### config.mk
export PLATFORM = sky130hd
export DESIGN_NAME = fba_cmd_fifo
export DESIGN_NICKNAME = d
export VERILOG_FILES = /design/src/rtl/fba_pkg.sv /design/src/rtl/fba_cmd_fifo.sv
export SDC_FILE = /design/constraint.sdc
export NUM_CORES = 1
export LEC_CHECK = 0
export ABC_AREA = 0
export BUFFER_PORTS_ARGS = -buffer_cell sky130_fd_sc_hd__clkbuf_2
export CORE_ASPECT_RATIO = 1.1
export CORE_MARGIN = 2
export CORE_UTILIZATION = 52
export CTS_CLUSTER_DIAMETER = 40
export DETAILED_ROUTE_END_ITERATION = 6
export GPL_ROUTABILITY_DRIVEN = 0
export PLACE_DENSITY = 0.79
export SLEW_MARGIN = 30
export SYNTH_ARGS = -nofsm -noshare
export SYNTH_HDL_FRONTEND = slang
export SYNTH_SLANG_ARGS = --single-unit
export TNS_END_PERCENT = 30
### constraint.sdc
create_clock -name clk -period 2.45 [get_ports clk]
set_input_delay 0.245 -clock clk [delete_from_list [all_inputs] [get_ports clk]]
set_output_delay 0.245 -clock clk [all_outputs]
set_load 0.1 [all_outputs]
### src/rtl/fba_pkg.sv
package fba_pkg;

  // Map geometry (MAP_WORD_BITS is a power of two, at least eight)
  localparam int FRAME_COUNT   = 1048576;
  localparam int MAP_WORD_BITS = 64;
  localparam int MAP_DEPTH     = (FRAME_COUNT + MAP_WORD_BITS - 1) / MAP_WORD_BITS;
  localparam int ADDR_W        = (MAP_DEPTH > 1) ? $clog2(MAP_DEPTH) : 1;
  localparam int BIT_W         = $clog2(MAP_WORD_BITS);

  // Field widths
  localparam int FUNC_W   = 2;
  localparam int STATUS_W = 2;
  localparam int FRAME_W  = 20;
  localparam int COUNT_W  = 16;
  localparam int RUN_W    = COUNT_W + 1;

  // Scan granularity inside a mixed word
  localparam int CHUNK_BITS = 8;
  localparam int CHUNKS     = MAP_WORD_BITS / CHUNK_BITS;
  localparam int CHUNK_W    = (CHUNKS > 1) ? $clog2(CHUNKS) : 1;
  localparam int CBIT_W     = $clog2(CHUNK_BITS);

  typedef logic [MAP_WORD_BITS-1:0] map_word_t;
  localparam map_word_t WORD_FULL = '1;

  typedef enum logic [FUNC_W-1:0] {
    FN_ALLOC   = 2'd0,
    FN_RESERVE = 2'd1,
    FN_RELEASE = 2'd2
  } func_t;

  typedef enum logic [STATUS_W-1:0] {
    ST_DONE     = 2'd0,
    ST_NO_SPACE = 2'd1,
    ST_BAD_REQ  = 2'd2
  } status_t;

  typedef enum logic [1:0] {
    OP_ALLOC,
    OP_RESERVE,
    OP_RELEASE,
    OP_REJECT
  } op_t;

  typedef struct packed {
    op_t                op;
    logic [FRAME_W-1:0] first;
    logic [COUNT_W-1:0] count;
  } cmd_t;

  typedef enum logic [2:0] {
    E_CLEAR,
    E_IDLE,
    E_SCAN_RD,
    E_SCAN_EXAM,
    E_SCAN_CHUNK,
    E_MARK_RD,
    E_MARK_WR,
    E_RESP
  } eng_state_t;

endpackage

### src/rtl/fba_cmd_fifo.sv
module fba_cmd_fifo (
  input  logic           clk,
  input  logic           rst,
  input  logic           push_valid,
  output logic           push_ready,
  input  fba_pkg::cmd_t  push_cmd,
  output logic           pop_valid,
  input  logic           pop_ready,
  output fba_pkg::cmd_t  pop_cmd
);

  fba_pkg::cmd_t  slot [2];
  logic           wr_ptr;
  logic           rd_ptr;
  logic [1:0]     fill;
  logic           push;
  logic           pop;

  assign push_ready = fill != 2'd2;
  assign pop_valid  = fill != 2'd0;
  assign pop_cmd    = slot[rd_ptr];
  assign push       = push_valid && push_ready;
  assign pop        = pop_valid && pop_ready;

  // Advance pointers and fill level
  always_ff @(posedge clk) begin
    if (rst) begin
      wr_ptr <= 1'b0;
      rd_ptr <= 1'b0;
      fill   <= 2'd0;
    end else begin
      if (push) wr_ptr <= !wr_ptr;
      if (pop)  rd_ptr <= !rd_ptr;
      fill <= fill + 2'(push) - 2'(pop);
    end
  end

  always_ff @(posedge clk) begin
    if (push) begin
      slot[wr_ptr] <= push_cmd;
    end
  end

endmodule

# Word-level counts from Yosys, hierarchy flattened
# Memories as Yosys holds them, arrays and structs flattened. A register that Yosys moved wholly into a read port is not among the register bits.
# Cells that the tools add are included.
[op_classes] bitwise=0 reduce_logical=5 multipliers=0 div=0 n_mux=4 shift=0 n_eq_ne=1 order_cmp=0 addsub=2
[ops] op="1-bit 2-to-1 mux" count=4
[ops] op="2-bit by 1-bit adder with 2-bit output" count=1
[ops] op="1-bit logical AND" count=2
[ops] op="1-bit zero test" count=2
[ops] op="2-bit inequality test, second input constant" count=1
[ops] op="2-bit nonzero test" count=1
[ops] op="2-bit by 1-bit subtractor with 2-bit output" count=1
[word_totals] ramBits=76 latch_bits=0 register_bits=4 rom_bits=0 out_inout_bits=40 mem_count=1 input_bits=42
[mem_list] memory="slot" depth=2 word_bits=38 rd=1 rd_clocked_by_memory_dff=1 wr=1 line="fba_cmd_fifo.sv:12" text="fba_pkg::cmd_t slot [2];"

# Depth between registers and ports, before layout
[depth] ltp_word=4 mapped_depth=6 ltp_nobuf=6

# Least setup slack after synthesis
# OpenSTA, ideal clock, no wires.
[synth_path] path_kind="flip-flop to flip-flop" from="register fill[0]" to="memory slot[0][0] (netlist name), enable pin" required_ns=2.057 setup_time_ns=0.393 arrival_time_ns=2.213 stages_incl_launch_ff=4 path_buffers=0 synth_period_minus_slack_ns=2.606 setup_slack_ns=-0.156 path_cell_list="dfxtp_1 -> nand2b_1 -> nand3b_1 -> inv_1"
[synth_between] elab_chain_len=4
[synth_lines] element="start: declaration" line="fba_cmd_fifo.sv:15" text="logic [1:0] fill;"
[synth_lines] element="start signal: assignment" line="fba_cmd_fifo.sv:34" text="fill <= fill + 2'(push) - 2'(pop);"
[synth_lines] element="2-bit inequality test" line="fba_cmd_fifo.sv:19" text="assign push_ready = fill != 2'd2;"
[synth_lines] element="net push_ready" line="fba_cmd_fifo.sv:5" text="output logic push_ready,"
[synth_lines] element="1-bit logical AND" line="fba_cmd_fifo.sv:22" text="assign push = push_valid && push_ready;"
[synth_lines] element="1-bit 2-to-1 mux" line="fba_cmd_fifo.sv:39" text="if (push) begin"
[synth_lines] element="1-bit 2-to-1 mux (implied by the code)" line="fba_cmd_fifo.sv:40" text="slot[wr_ptr] <= push_cmd;"
[synth_lines] element="end: declaration" line="fba_cmd_fifo.sv:12"
# The timed path passes the listed nets, and every way through them passes these cells.

==> results.sh <==
export IMPL_run_status="finished clean"
export IMPL_synth_top_family_by_area="multiplexers"
export IMPL_detail_route_first_pass_iterations=4
export IMPL_path_class="reg2out"
export IMPL_cts_setup_buffers=0
export IMPL_placement_rows=29
export IMPL_synthXorXnorAreaFrac_pct=0.283
export IMPL_routed_wire_length_per_instance_um=15.2
export IMPL_report_final_hold_viol_count=0
export IMPL_clock_sinks=81
export IMPL_final_nets=281
export IMPL_fin_tns_setup_ps=0
export IMPL_unrepaired_setup_endpoints_after_global_routing="no"
export IMPL_setup_viol=0
export IMPL_tritoncts_clock_tree="yes"
export IMPL_critPathCaptureType="output pin"
export IMPL_synth_distinct_cells=27
export IMPL_synth_top_cell_by_area="edfxtp_1"
export IMPL_path_max_fanout=28
export IMPL_overall_overflow_remaining_after_global_route=0
export IMPL_cp_cell_sequence="buf_12 -> mux2_1 -> clkbuf_2"
export IMPL_clockRootBuffer="clkbuf_8"
export IMPL_post_synth_cell_area_avg_um2=21.0
export IMPL_synth_area_mux_share_pct=16.3
export IMPL_n_antenna_cell=0
export IMPL_post_dp_cell_area_mm2=0.00360
export IMPL_yosys_area_share_simple_pct=3.36
export IMPL_synth_compound_area_share_pct=1.42
export IMPL_synth_yosys_seq_area_share_pct=77.0
export IMPL_floorplan_die_width_um=77.5
export IMPL_viasPerCell=4.94
export IMPL_post_route_min_period_ps=2120
export IMPL_totalWireLength_um=4860
export IMPL_post_synthesis_sequential_element_count=81
export IMPL_placed_cells=304
export IMPL_number_of_buffers_and_inverters_on_the_critical_path=2
export IMPL_timing_worst_slew_pin_value_ps=804
export IMPL_finalClockSkew_ps=7.05
export IMPL_number_of_levels_in_the_clock_h_tree=3
export IMPL_worst_endpoint_arrival_ps=1870
export IMPL_place_port_buffers=81
export IMPL_cts_made_buffers=9
export IMPL_number_of_enable_type_register_cells_in_the_synthesized_netlist=76
export IMPL_drcViolationCount=0
export IMPL_floorplan_initialDensity_pct=53.6
export IMPL_synthMostInstantiatedCell="edfxtp_1"
export IMPL_groute_usage_overall_pct=15.5
export IMPL_final_fill_count=422
export IMPL_syn_to_final_growth_pct=23.4
export IMPL_detailroute_via_count=1580
export IMPL_max_freq_ghz=0.472
export IMPL_holdCritPathClass="in2reg"
export IMPL_yosys_area_share_adder_pct=0.405
export IMPL_critical_path_slowest_cell="dfxtp_2"
export IMPL_grt_antenna_before_repair=0
export IMPL_grt_pass1_wl_um=7580
export IMPL_top_reg_cell_synth="edfxtp_1"
export IMPL_post_synth_most_frequent_cells="76 x edfxtp_1, 20 x mux2_4, 18 x mux2_1"
export IMPL_die_outline_area_mm2=0.00658
export IMPL_number_of_global_route_vias_before_repair=1578
export IMPL_post_cts_resized_instances=0
export IMPL_design_core_area_mm2=0.00577
export IMPL_antenna_violating_nets_post_route=0
export IMPL_synth_nets=190
export IMPL_critical_path_top_delay_family="buffers and inverters"
export IMPL_synth_area_leaders="edfxtp_1 74%, mux2_4 9.7%, mux2_1 6.6%"
export IMPL_cp_start_kind="flip-flop"
export IMPL_max_vdd_ir_drop_mv=0.611
export IMPL_worst_path_largest_cell_delay_ps=510
export IMPL_p_leak_uw=0.00150
export IMPL_final_report_max_slew_violation_count=0
export IMPL_mappedNetlistArea_mm2=0.00309
export IMPL_regArea_mm2=0.00238
export IMPL_worst_slew_margin_rel_pct=46.3
export IMPL_grt_max_degree=39
export IMPL_final_area_mm2=0.00382
export IMPL_report_power_total_uw=4660
export IMPL_ys_warnings=0
export IMPL_max_cap_violations=0
export IMPL_hold_ws_ps=93.1
export IMPL_period_share_pct=86.4
export IMPL_clk_transition_reported_paths_ps=80
export IMPL_worst_skew_pair_late_latency_ps=340
export IMPL_synth_top_cell_area_share_pct=73.8
export IMPL_cts_max_path_buffers=2
export IMPL_synthCells=147
export IMPL_final_instance_count_excl_fill=320
export IMPL_multi_input_comb_area_um2=672
export IMPL_critical_path_required_ps=2200
export IMPL_async_reset_ff_share_pct=0
export IMPL_top_level_ports=82
export IMPL_dp_final_hpwl_um=3400
export IMPL_chipHeight_um=84.9
export IMPL_holdBufCountCts=0
export IMPL_first_iter_violations=50
export IMPL_powerDensity_mw_per_mm2=1220
export IMPL_drive_above_1_share_pct=51.9
-- through the flow --
| stage | setup WS [ps] | util (%) |
|---|---|---|
| final | 332 | 66.2 |
| after CTS | 308 | 66.2 |
| after global routing | 259 | 66.2 |
| after floorplan | 39.1 | - |
| after global placement | 515 | 62.4 |
| after detailed placement | 490 | 62.4 |
-- kinds of logic after synthesis --
kind of cell,Yosys count
compound gates,6
buf+inv,5
fa+ha+maj,1
mux,38
simple gates,15
xor+xnor,1
flops,81
-- flip-flops by register name, indices dropped and copies added, names as in the netlist, named ones only --
signal and count:
fill 2, slot 76, rd_ptr 1, wr_ptr 1
-- final cells by class --
cell class,count,share of cell area [%]
Sequential cell,81,62.4
Multi-Input combinational cell,61,17.6
Tap cell,77,2.52
Clock inverter,7,2.46
Inverter,1,0.197
Clock buffer,9,3.24
Timing Repair Buffer,84,11.5
-- worst paths after layout --
| check | from | endpoint | slack [ps] | cells after the start |
|---|---|---|---|---|
| max | flip-flop | pop_cmd[37] | 330 | 3 |
| min | push_cmd[26] | slot[1][26] | 90 | 1 |
| max reg2reg | fill[1] | slot[0][30] | 490 | 3 |
| min reg2reg | rd_ptr | rd_ptr | 520 | 2 |
-- routing by layer --
metal  vias up  wire length (um)  GRT usage (%)
li1        763                 -              -
met1       761              2060           19.2
met2        50              2460           25.3
met3         6               297           5.64
met4         0                46           5.36
met5         -                 0              0
-- power by group --
group / leakage (uW) / internal (uW) / switching [uW]
sequential: 0.000753 / 1680 / 66.7
clock: 0.000107 / 574 / 454
combinational: 0.000635 / 381 / 1500
total: 0.00150 / 2640 / 2020
-- cells in the final DEF, fill, tap and decap left out, types with 2 or more instances in the layout --
cell and n:
buf_4 2, bufinv_16 2, clkbuf_2 81, clkbuf_8 9, clkinvlp_4 2, dfxtp_1 4, edfxtp_1 76, mux2_1 18
mux2_4 20, nor2_1 4, nor2b_1 2
Note: power is estimated with default switching activity, not from simulation.
