<file path="config.mk">
export PLATFORM = sky130hd
export DESIGN_NAME = fba_front_flat
export DESIGN_NICKNAME = d
export VERILOG_FILES = /design/src/rtl/fba_pkg.sv /design/src/rtl/fba_if.sv /design/src/rtl/fba_front.sv /design/src/flat_wrapper.sv
export SDC_FILE = /design/constraint.sdc
export NUM_CORES = 1
export LEC_CHECK = 0
export ABC_AREA = 0
export BUFFER_PORTS_ARGS = -buffer_cell sky130_fd_sc_hd__buf_2
export CORE_MARGIN = 1
export CORE_UTILIZATION = 50
export DETAILED_ROUTE_END_ITERATION = 12
export PLACE_DENSITY_LB_ADDON = 0.25
export SETUP_SLACK_MARGIN = 0.1
export SLEW_MARGIN = 10
export SYNTH_ARGS = -nofsm -noshare
export SYNTH_HDL_FRONTEND = slang
export SYNTH_SLANG_ARGS = --single-unit
</file>
<file path="constraint.sdc">
create_clock -name clk -period 3.1 [get_ports clk]
set_input_delay 0.155 -clock clk [delete_from_list [all_inputs] [get_ports clk]]
set_output_delay 0.155 -clock clk [all_outputs]
set_load 0.05 [all_outputs]
</file>
<file path="src/rtl/fba_pkg.sv">
package fba_pkg;

  // Map geometry (MAP_WORD_BITS is a power of two, at least eight)
  localparam int FRAME_COUNT   = 1048576;
  localparam int MAP_WORD_BITS = 64;
  localparam int MAP_DEPTH     = (FRAME_COUNT + MAP_WORD_BITS - 1) / MAP_WORD_BITS;
  localparam int ADDR_W        = (MAP_DEPTH > 1) ? $clog2(MAP_DEPTH) : 1;
  localparam int BIT_W         = $clog2(MAP_WORD_BITS);

  // Field widths
  localparam int FUNC_W   = 2;
  localparam int STATUS_W = 2;
  localparam int FRAME_W  = 20;
  localparam int COUNT_W  = 16;
  localparam int RUN_W    = COUNT_W + 1;

  // Scan granularity inside a mixed word
  localparam int CHUNK_BITS = 8;
  localparam int CHUNKS     = MAP_WORD_BITS / CHUNK_BITS;
  localparam int CHUNK_W    = (CHUNKS > 1) ? $clog2(CHUNKS) : 1;
  localparam int CBIT_W     = $clog2(CHUNK_BITS);

  typedef logic [MAP_WORD_BITS-1:0] map_word_t;
  localparam map_word_t WORD_FULL = '1;

  typedef enum logic [FUNC_W-1:0] {
    FN_ALLOC   = 2'd0,
    FN_RESERVE = 2'd1,
    FN_RELEASE = 2'd2
  } func_t;

  typedef enum logic [STATUS_W-1:0] {
    ST_DONE     = 2'd0,
    ST_NO_SPACE = 2'd1,
    ST_BAD_REQ  = 2'd2
  } status_t;

  typedef enum logic [1:0] {
    OP_ALLOC,
    OP_RESERVE,
    OP_RELEASE,
    OP_REJECT
  } op_t;

  typedef struct packed {
    op_t                op;
    logic [FRAME_W-1:0] first;
    logic [COUNT_W-1:0] count;
  } cmd_t;

  typedef enum logic [2:0] {
    E_CLEAR,
    E_IDLE,
    E_SCAN_RD,
    E_SCAN_EXAM,
    E_SCAN_CHUNK,
    E_MARK_RD,
    E_MARK_WR,
    E_RESP
  } eng_state_t;

endpackage

</file>
<file path="src/rtl/fba_if.sv">
interface fba_req_if;
  logic                         valid;
  logic                         ready;
  logic [fba_pkg::FUNC_W-1:0]   func;
  logic [fba_pkg::FRAME_W-1:0]  first_frame;
  logic [fba_pkg::COUNT_W-1:0]  count;

  modport source (output valid, func, first_frame, count, input ready);
  modport sink   (input valid, func, first_frame, count, output ready);
endinterface


</file>
<file path="src/rtl/fba_front.sv">
module fba_front (
  input  logic            clk,
  input  logic            rst,
  input  logic            enable,
  fba_req_if.sink         req,
  output logic            push_valid,
  input  logic            push_ready,
  output fba_pkg::cmd_t   push_cmd
);

  logic                       vld;
  fba_pkg::cmd_t              cmd;
  fba_pkg::cmd_t              cmd_next;
  logic [fba_pkg::FRAME_W:0]  range_end;
  logic                       past_end;

  assign req.ready  = enable && (!vld || push_ready);
  assign push_valid = vld;
  assign push_cmd   = cmd;

  // Classify the incoming transaction
  assign range_end = (fba_pkg::FRAME_W+1)'(req.first_frame)
                   + (fba_pkg::FRAME_W+1)'(req.count);
  assign past_end  = range_end > (fba_pkg::FRAME_W+1)'(fba_pkg::FRAME_COUNT);

  always_comb begin
    cmd_next.first = req.first_frame;
    cmd_next.count = req.count;
    if (req.count == '0) begin
      cmd_next.op = fba_pkg::OP_REJECT;
    end else begin
      case (fba_pkg::func_t'(req.func))
        fba_pkg::FN_ALLOC:   cmd_next.op = fba_pkg::OP_ALLOC;
        fba_pkg::FN_RESERVE: cmd_next.op = past_end ? fba_pkg::OP_REJECT : fba_pkg::OP_RESERVE;
        fba_pkg::FN_RELEASE: cmd_next.op = past_end ? fba_pkg::OP_REJECT : fba_pkg::OP_RELEASE;
        default:             cmd_next.op = fba_pkg::OP_REJECT;
      endcase
    end
  end

  // Hold the classified command until the queue takes it
  always_ff @(posedge clk) begin
    if (rst) begin
      vld <= 1'b0;
    end else if (req.valid && req.ready) begin
      vld <= 1'b1;
    end else if (push_ready) begin
      vld <= 1'b0;
    end
  end

  always_ff @(posedge clk) begin
    if (req.valid && req.ready) begin
      cmd <= cmd_next;
    end
  end

endmodule

</file>
<file path="src/flat_wrapper.sv">
// flat-port wrapper written by rule: the top's interface ports become plain ports
module fba_front_flat 
  (clk, rst, enable, push_valid, push_ready, push_cmd, req_valid, req_func, req_first_frame, req_count, req_ready);
  fba_req_if req_i ();
  input  logic clk;
  input  logic rst;
  input  logic enable;
  output logic push_valid;
  input  logic push_ready;
  output fba_pkg::cmd_t push_cmd;
  input wire logic [$bits(req_i.valid)-1:0] req_valid;
  input wire logic [$bits(req_i.func)-1:0] req_func;
  input wire logic [$bits(req_i.first_frame)-1:0] req_first_frame;
  input wire logic [$bits(req_i.count)-1:0] req_count;
  output wire logic [$bits(req_i.ready)-1:0] req_ready;
  assign req_i.valid = req_valid;
  assign req_i.func = req_func;
  assign req_i.first_frame = req_first_frame;
  assign req_i.count = req_count;
  assign req_ready = req_i.ready;
  fba_front u_core (.clk(clk), .rst(rst), .enable(enable), .req(req_i), .push_valid(push_valid), .push_ready(push_ready), .push_cmd(push_cmd));
endmodule
</file>
---- Yosys cells after proc, flatten, opt, wreduce, memory -nomap -nowiden ----
Index checks and enable logic that the tools add are counted.
storage, ports and cells
  register bits ........................... 39
  latch bits .............................. 0
  RAM bits ................................ 0
  ROM bits ................................ 0
  bits of input ports ..................... 43
  output and inout port bits .............. 40
  logic and storage cells ................. 20
  memories ................................ 0
operators by class
  add/subtract/negate cells ............... 1
  $mul .................................... 0
  div/mod/pow operators ................... 0
  order comparisons ....................... 1
  equal/unequal tests ..................... 2
  shift operators ......................... 0
  mux-type cells .......................... 5
  bitwise gates (word level) .............. 0
  reduce and logical (&&, ||, !) cells .... 7
operators with widths
  operator                number
  $add A20 B16 Y21        1
  $gt A21 B21 Y1 const B  1
  $logic_not A16 Y1       1
  $pmux W2 S3             1
  $mux W1                 3
  $eq A2 B1 Y1 const B    1
  $eq A2 B2 Y1 const B    1
  $logic_and A1 B1 Y1     2
  $logic_not A2 Y1        1
  $mux W2                 1
  $reduce_bool A2 Y1      1
  $logic_not A1 Y1        1
  $logic_or A1 B1 Y1      1

---- Logic depth before layout (Yosys ltp) ----
Gate-level depths: netlist of the first run.
  word-level depth ........................ 5
  gate-level depth with buffers ........... 9

---- Worst setup path after synthesis of the first run ----
Ideal clock, no wire load.
  kind .................................... input -> register
  start ................................... in req_count[0]
  end ..................................... reg u_core.cmd, in the netlist u_core.push_cmd[37], data pin
  data arrival time ....................... 2.491 ns
  required time ........................... 2.833 ns
  setup slack ............................. 0.342 ns
  stages .................................. 9
  cells stage by stage .................... ha_1 fa_1 a21o_1 a221oi_4 mux2i_1 o21ai_0 or4_1 a2111oi_2 o31ai_1
between the ends
  cells in the longest elaborated chain, start to end .. 4
  elaborated cells on any way between the ends .. 5
  classes of those cells .................. add/sub: 1; order compare: 1; mux: 2; reduce/logical: 1
RTL lines
  what                  RTL line            source
  from (decl)           flat_wrapper.sv:14  input wire logic [$bits(req_i.count)-1:0] req_count;
  $add A20 B16 Y21      fba_front.sv:23     + (fba_pkg::FRAME_W+1)'(req.count);
  $gt A21 B21 Y1        fba_front.sv:24     assign past_end = range_end > (fba_pkg::FRAME_W+1)'(fba_pkg::FRAME_COUNT);
  $mux W2               fba_front.sv:34     fba_pkg::FN_RESERVE: cmd_next.op = past_end ? fba_pkg::OP_REJECT : fba_pkg::OP_RESERVE;
  $pmux W2 S3           fba_front.sv:32     case (fba_pkg::func_t'(req.func))
  to (signal assigned)  fba_front.sv:54     cmd <= cmd_next;
  to (decl)             fba_front.sv:12     fba_pkg::cmd_t cmd;
Several ways; a longest one is shown, not always the timed one.
A chain may end at the register's enable or synchronous reset.

---- Final worst setup path of the first run ----
Same ends and word-level chain as after synthesis.

==> metrics.txt, run 1 <==
cell count after synthesis roughly 200; Max-slew headroom between 50% and 60%; cts hold-fix bufs 0; Reg clk slew, reported paths 0.08 ns; Avg Inst Size Synth 11.5 sq um; Seq/Total Area, Yosys 50.1%; TNS Setup 0 ns; CTS tree done; reg2reg start u_core.push_valid; Yosys cell types slightly above 50; area delta synth->final 25.4%; #FFs+latches synth 39; 1st-pass router iterations 4; Max Slew Vio Count 0; Critical Path End u_core.push_cmd[37]; core area 0.00441 sq mm; share of post-route cells with drive strength above 1 a little over a third; LEAKAGE ~1.2 nW; placed cell area 0.00277 sq mm; vias in the first global route roughly 1900; Post-CTS Setup Inserts 0; Combinational Power Share 25.1%; power share of the clock group 33.6%; RSZ-0062 raised after global routing no; internal power between 0.001 and 0.0015 W; pwr dens 509 mW/mm^2; insertion delay to the later sink of the worst-skew pair roughly 0.29 ns; post-synthesis cell area 0.00232 sq mm; final setup fails 0; final hold vios 0; Non-Filler Instances 340; Resized cells post-CTS 0; # DRC 0; Main synth FF type edfxtp_1; Num CTS Buffers 5; CTS Sinks 39; worst min path class primary input to register; share of power burned in registers about two fifths; WHS roughly 0.012 ns; final weighted congestion in routability-driven placement 0.880; placed cells 332; Switching Share 28.9%; Worst R2R Setup Slack between 1.5 and 2 ns; maximum clock frequency around 370 MHz; first-pass GRT wire length 8580 um; via count 1961; post-route design area 0.00291 sq mm; utilization after layout 65.8%; clock tree buffer depth 2; R2R Path End u_core.push_cmd[28]; largest net degree at the start of global routing 39; wirelength, routed 5350 um; die area ~0.005 sq mm; die width between 70 and 80 um; final setup skew 0.00539 ns; Maximum Capacitance Violations 0; Net Count, Synth 261; Final #Nets 347; number of synthesized flops with an enable pin 38; wire per inst 15.7 um; Setup crit end kind register; H-tree lvl count 2; IO Pins 83; Synth Warn # 0; worst reg2reg path depth 5; min Tclk post-route 2.73 ns; DRT antenna net count 0; Initial Util between 50% and 60%; root buf cell clkbuf_8; Async SR Flop Fraction 0%; PortBufs 82; WS Path Type primary input to register; die height 70.1 um; initial drt markers 162; crit path DAT 2.77 ns; VDD IR-drop max 0.225 mV; GRT overflow 0; HPWL Detailed approximately 4200 um; GRT Util Overall 22.4%; worst slew pin tran between 0.7 and 0.8 ns; drt via density 5.77; diode count 0; final worst-path cycle share 88.1%; antenna violations before repair 0; crit path from req_count[0]; crit-path max FO 4; row count 24; CP Launch Type primary input; P_sw 0.000426 W; worst path required time 3.14 ns; status complete, no violations
## worst min-delay path by stage
stage	start	end	slack, ns	cells past startpoint
after detailed placement	rst	u_core.push_valid	0.31	2
after global placement	rst	u_core.push_valid	0.31	2
final	rst	u_core.push_valid	0.01	2
after global routing	rst	u_core.push_valid	0.03	2
after floorplan	rst	u_core.push_valid	0.22	1
after CTS	rst	u_core.push_valid	0.007	2
## metrics by stage
step / total power (W) / setup slack, ns
floorplan: 0.000891 / 0.342
global placement: 0.000984 / 0.113
detailed placement: 0.000988 / 0.0475
CTS: 0.00148 / 0.349
global route: 0.00154 / 0.147
finish: 0.00148 / 0.368
## synthesized netlist by cell type (4+ instances only)
library cell | instances | area, sq um
edfxtp_1 | 38 | 1140
nor2_1 | 9 | 33.8
o21ai_0 | 14 | 70.1
a211oi_1 | 4 | 30.0
nand3_1 | 4 | 20.0
nand2b_1 | 7 | 43.8
inv_1 | 8 | 30.0
a21oi_1 | 18 | 90.1
nor4_1 | 4 | 25.0
ha_1 | 16 | 200
nand2_1 | 13 | 48.8
nor3_1 | 5 | 25.0
o211ai_1 | 4 | 30.0
mux2i_1 | 6 | 60.1
o31ai_1 | 4 | 30.0
## kinds of logic (layout without fill, tap and decap cells)
group	count (synthesis)	after routing	synth area share [%]
adder cells (fa/ha/maj)	17	17	9.51
flip-flops	39	39	50.1
buffers and inverters	13	100	2.76
AO/OA/AOI/OAI	64	64	19.9
AND/OR/NAND/NOR	61	61	14.7
XOR/XNOR	1	1	0.378
multiplexers	6	6	2.59
## power groups by stage
stage,combinational [W],sequential (W),clock (W)
after floorplan,0.000190,0.000700,0
after global placement,0.000363,0.000621,0
after detailed placement,0.000366,0.000622,0
after CTS,0.000367,0.000610,0.000502
after global routing,0.000402,0.000612,0.000526
final,0.000371,0.000610,0.000497
## critical path, cell delays in order
cell       delay, ns
buf_2           0.11
ha_1            0.23
fa_1            0.41
a21o_1          0.23
a221oi_4        0.33
mux2i_1         0.21
o21ai_0         0.08
or4_1           0.53
a2111oi_2       0.36
o31ai_1         0.12
## cell usage in the layout, fill, tap and decap left out, types with 3 or more instances in the layout
| cell type | netlist | layout |
|---|---|---|
| a211oi_1 | 4 | 4 |
| nor3_1 | 5 | 5 |
| o31ai_1 | 4 | 4 |
| o2111ai_1 | 3 | 3 |
| mux2i_1 | 6 | 6 |
| a21oi_1 | 18 | 18 |
| buf_2 | 3 | 82 |
| clkbuf_8 | 0 | 5 |
| o211ai_1 | 4 | 4 |
| nor2_1 | 9 | 9 |
| nand3_1 | 4 | 4 |
| nor4_1 | 4 | 4 |
| nand3b_1 | 3 | 3 |
| inv_1 | 8 | 8 |
| nand2_1 | 13 | 13 |
| edfxtp_1 | 38 | 38 |
| nand2b_1 | 7 | 7 |
| ha_1 | 16 | 16 |
| o21ai_0 | 14 | 14 |
## flip-flops by register name, indices dropped and copies added (netlist names)
name / flops
u_core.push_cmd: 38
u_core.push_valid: 1
## layer usage
metal	up-vias	routed length [um]	GRT usage (%)	part of all wire, %
li1	968	-	-	-
met1	906	2250	29.0	42
met2	79	2650	35.7	50
met3	8	357	6.64	6.7
met4	0	87	8.44	1.6
met5	-	0	0	0
## layout make-up
cell class / instances / area [sq um]
Clock buffer: 6 / 72.6
Clock inverter: 2 / 60.1
Fill cell: 361 / 1510
Inverter: 8 / 30.0
Multi-Input combinational cell: 149 / 1090
Sequential cell: 39 / 1160
Tap cell: 52 / 65.1
Timing Repair Buffer: 84 / 425
Note: power is estimated with default switching activity, not from simulation.
==> run 2: changes to the inputs <==
BUFFER_PORTS_ARGS = -buffer_cell sky130_fd_sc_hd__buf_4   (was -buffer_cell sky130_fd_sc_hd__buf_2)
clock period = 3.3 ns   (was 3.1 ns; I/O delays follow)
==> run 2 against run 1 <==
Hold slack improved by 0.010 ns. Core utilization grew 3.9 points. Flip-flop and latch count did not move. Sequential share of layout area shrank 2.2 points. Sequential power is 5.9% lower. Die area is the same. Via count grew 3.2%. First-iteration DRC count is 17% lower. Critical path type unchanged. Setup slack improved by 0.069 ns. Power decreased by 9.9%. Register-to-register slack improved by 0.16 ns.
==> metrics.txt, run 2 (synthesized netlist as in run 1, its figures left out) <==
status complete, no violations; 1st-pass router iterations 4; worst slew pin tran 0.718 ns; IO Pins 83; TNS Setup 0 ns; pwr dens 432 mW/mm^2; VDD IR-drop max 0.259 mV; wire per inst roughly 17 um; crit-path max FO 4; core area 0.00441 sq mm; Worst Min Path Start rst; CTS Sinks 39; antenna violations before repair 0; worst path required time between 3 and 4 ns; utilization after layout 69.7%; RSZ-0062 raised after global routing no; Worst R2R Setup Slack 1.83 ns; final worst-path cycle share approximately 87%; first-pass GRT wire length between 8000 and 9000 um; final setup skew 0.00491 ns; wirelength, routed 5640 um; reg2reg start u_core.push_valid; Post-CTS Setup Inserts 0; most common cell after layout, fill and taps aside buf_4; Max Slew Vio Count 0; final setup fails 0; die area 0.00491 sq mm; Setup crit end kind register; Initial Util between 50% and 60%; Resized cells post-CTS 0; number of flip-flops in the largest register 38; area delta synth->final 32.9%; CTS tree done; Reg clk slew, reported paths 0.07 ns; LEAKAGE 1.25 nW; Max-slew headroom between 50% and 60%; GRT overflow 0; clock tree buffer depth 2; PortBufs 82; diode count 0; min Tclk post-route 2.86 ns; initial drt markers 134; Hold Path Stages 2; crit path DAT about 2.9 ns; H-tree lvl count 2; drt via density 5.97; worst reg2reg path depth 5; commonest non-fill, non-tap cells in the layout 83 x buf_4, 38 x edfxtp_1, 18 x a21oi_1; row count 24; final hold vios 0; Num CTS Buffers 5; HPWL Detailed 4370 um; die height 70.1 um; Maximum Capacitance Violations 0; final weighted congestion in routability-driven placement 0.898; WS Path Type primary input to register; root buf cell clkbuf_8; share of post-route cells with drive strength above 1 35.2%; # DRC 0; maximum clock frequency 349 MHz; DRT antenna net count 0; R2R Path End u_core.push_cmd[37]; vias in the first global route 1894; worst min path class primary input to register; insertion delay to the later sink of the worst-skew pair around 0.28 ns; via count 2024; Hold EP u_core.push_valid; largest net degree at the start of global routing 39; Final #Nets 346; cts hold-fix bufs 0; GRT Util Overall 23.3%; die width 70.1 um; Power Total 0.00133 W; CP Launch Type primary input
run 2: changes by cell type in the layout (fill, tap and decap cells not counted):
cell	before	now
clkinv_1	0	1
clkbuf_1	1	0
buf_4	2	83
buf_2	82	0
clkinv_2	0	1
bufinv_16	2	1
run 2: layout make-up:
cell class / count / area, sq um
fill: 342 / 1340
sequential: 39 / 1160
multi-input combinational: 149 / 1090
timing repair buffer: 83 / 623
clock buffer: 5 / 68.8
tap: 52 / 65.1
clock inverter: 3 / 38.8
inverter: 8 / 30.0
run 2: worst max-delay path: stages:
cell and delay, ns:
buf_4 0.12, ha_1 0.23, fa_1 0.42, a21o_1 0.23
a221oi_4 0.34, mux2i_1 0.21, o21ai_0 0.09, or4_1 0.52
a2111oi_2 0.43, o31ai_1 0.13
run 2: per-layer routing:
| layer | up-vias | track usage [%] | part of all wire [%] |
|---|---|---|---|
| li1 | 969 | - | - |
| met1 | 976 | 30.5 | 42 |
| met2 | 73 | 39.4 | 51 |
| met3 | 6 | 4.33 | 5.5 |
| met4 | 0 | 7.11 | 1.1 |
| met5 | - | 0 | 0 |
run 2: worst max-delay path by stage:
stage,startpoint,to,cells after the start
after detailed placement,req_count[0],u_core.push_cmd[37],10
after floorplan,req_count[0],u_core.push_cmd[37],9
after global routing,req_count[0],u_core.push_cmd[37],10
after CTS,req_count[0],u_core.push_cmd[37],10
final,req_count[0],u_core.push_cmd[37],10
after global placement,req_count[0],u_core.push_cmd[37],10
run 2: report_power, final:
part           internal [W]  switching [W]  total, W
sequential         0.000569     0.00000531  0.000574
combinational      0.000142       0.000233  0.000375
clock              0.000221       0.000161  0.000382
run 2: stage by stage:
step / hold slack (ns) / instances / instance area [sq um] / setup WS, ns
2_1_floorplan: 0.234 / 201 / 2320 / 0.532
5_1_grt: 0.0179 / 339 / 3080 / 0.317
4_1_cts: 0.0192 / 339 / 3080 / 0.508
3_3_place_gp: 0.321 / 331 / 2970 / 0.295
3_5_place_dp: 0.324 / 331 / 2970 / 0.209
6_report: 0.0218 / 339 / 3080 / 0.437
==> run 3: changes to the inputs <==
RECOVER_POWER = 25   (was default)
==> run 3 against run 2 <==
Sequential power is essentially flat. Clock skew down 0.00051 ns. Power down 0.99%. Count of clock-buffer cells in the layout did not move. Clock power about the same. Final cell count unchanged. Die area unchanged. Flip-flop and latch count unchanged. Combinational power shrank 3%. Maximum frequency rose by 0.57%. Global-route usage is the same. Design area fell by 2.4%. Critical path type unchanged. Largest power group unchanged.
==> metrics.txt, run 3 (synthesized netlist as in run 1, its figures left out) <==
final weighted congestion in routability-driven placement approximately 0.9; LEAKAGE 1.18 nW; Fill cells 364; Max-slew headroom 50.9%; # DRC 0; die height 70.1 um; 1st-pass router iterations 5; final setup fails 0; crit-path cells clkbuf_1 > ha_1 > fa_1 > a21o_1 > a221oi_4 > mux2i_1 > o21ai_0 > or4_1 > a2111oi_2 > o31ai_1; wirelength, routed roughly 5600 um; via count roughly 2000; CTS Sinks 39; cts hold-fix bufs 0; WHS 0.0230 ns; HPWL Detailed 4370 um; Power Total 0.00132 W; DRT antenna net count 0; post-route design area 0.00300 sq mm; Final #Nets 346; VDD IR-drop max 0.258 mV; diode count 0; WS Path Type primary input to register; crit path DAT 2.87 ns; clock tree buffer depth 2; antenna violations before repair 0; first-pass GRT wire length 8990 um; vias in the first global route 1894; CTS tree done; drt via density 5.95; wire per inst between 15 and 20 um; row count 24; final worst-path cycle share 86.3%; worst slew pin tran between 0.7 and 0.8 ns; placed cell area 0.00297 sq mm; Reg clk slew, reported paths 0.07 ns; Initial Util 52.5%; root buf cell clkbuf_8; CP delay by family, top compound AO/OA/AOI/OAI gates; Post-CTS Setup Inserts 0; GRT overflow 0; insertion delay to the later sink of the worst-skew pair ~0.28 ns; Setup crit end kind register; min Tclk post-route 2.85 ns; IO Pins 83; Max Slew Vio Count 0; die area around 0.0049 sq mm; worst path required time 3.33 ns; TNS Setup 0 ns; commonest non-fill, non-tap cells in the layout 54 x buf_4, 38 x edfxtp_1, 20 x clkbuf_1; Num CTS Buffers 5; final hold vios 0; initial drt markers 124; largest net degree at the start of global routing 39; final setup skew between 0.004 and 0.005 ns; maximum clock frequency 351 MHz; number of flip-flops in the largest register 38; area delta synth->final 29.7%; H-tree lvl count 2; core area 0.00441 sq mm; most common cell after layout, fill and taps aside buf_4; die width 70.1 um; Resized cells post-CTS 0; share of post-route cells with drive strength above 1 roughly 28%; crit-path max FO 4; CP Launch Type primary input; Maximum Capacitance Violations 0; Slowest cell on crit path or4_1; CP max stage delay 0.52 ns; PortBufs between 80 and 90; GRT Util Overall 23.3%; worst min path class primary input to register; placed cells 331; crit path buf inv count 1; Non-Filler Instances 339; pwr dens 439 mW/mm^2; RSZ-0062 raised after global routing no; status complete, no violations
-- run 3: cell types whose count changed in the layout (fill, tap and decap cells not counted), sizes merged --
cell and delta:
buf -29, clkbuf +29
-- run 3: cell type report --
| class | instances | area [sq um] | area share (%) |
|---|---|---|---|
| Multi-Input combinational cell | 149 | 1090 | 36.3 |
| Clock buffer | 5 | 68.8 | 2.29 |
| Clock inverter | 3 | 38.8 | 1.29 |
| Sequential cell | 39 | 1160 | 38.7 |
| Tap cell | 52 | 65.1 | 2.17 |
| Inverter | 8 | 30.0 | 1.00 |
| Timing Repair Buffer | 83 | 548 | 18.3 |
-- run 3: routing by layer --
layer,part of all wire [%],vias up,track usage [%]
li1,-,969,-
met1,42,968,30.5
met2,51,75,39.4
met3,5.7,6,4.33
met4,1.1,0,7.11
met5,0,-,0
-- run 3: worst paths after layout --
kind                                         from                   to  slack (ns)  cells past startpoint
worst min-delay path                          rst    u_core.push_valid        0.02                      2
worst max register to register  u_core.push_valid  u_core.push_cmd[28]        1.84                      5
worst min register to register  u_core.push_valid    u_core.push_valid        0.50                      2
worst max-delay path                 req_count[0]  u_core.push_cmd[37]        0.45                     10
-- run 3: stage by stage --
stage               util, %  worst slack (ns)
floorplan                 -             0.532
global placement       67.3             0.295
detailed placement     67.3             0.209
CTS                    69.7             0.508
global route           68.0             0.321
finish                 68.0             0.453
-- run 3: power by group --
group	total [W]	switching [W]	leakage, nW	internal (W)
registers	0.000574	0.00000532	0.364	0.000569
logic	0.000364	0.000233	0.758	0.000131
clock network	0.000380	0.000159	0.0556	0.000221
total	0.00132	0.000397	1.18	0.000921
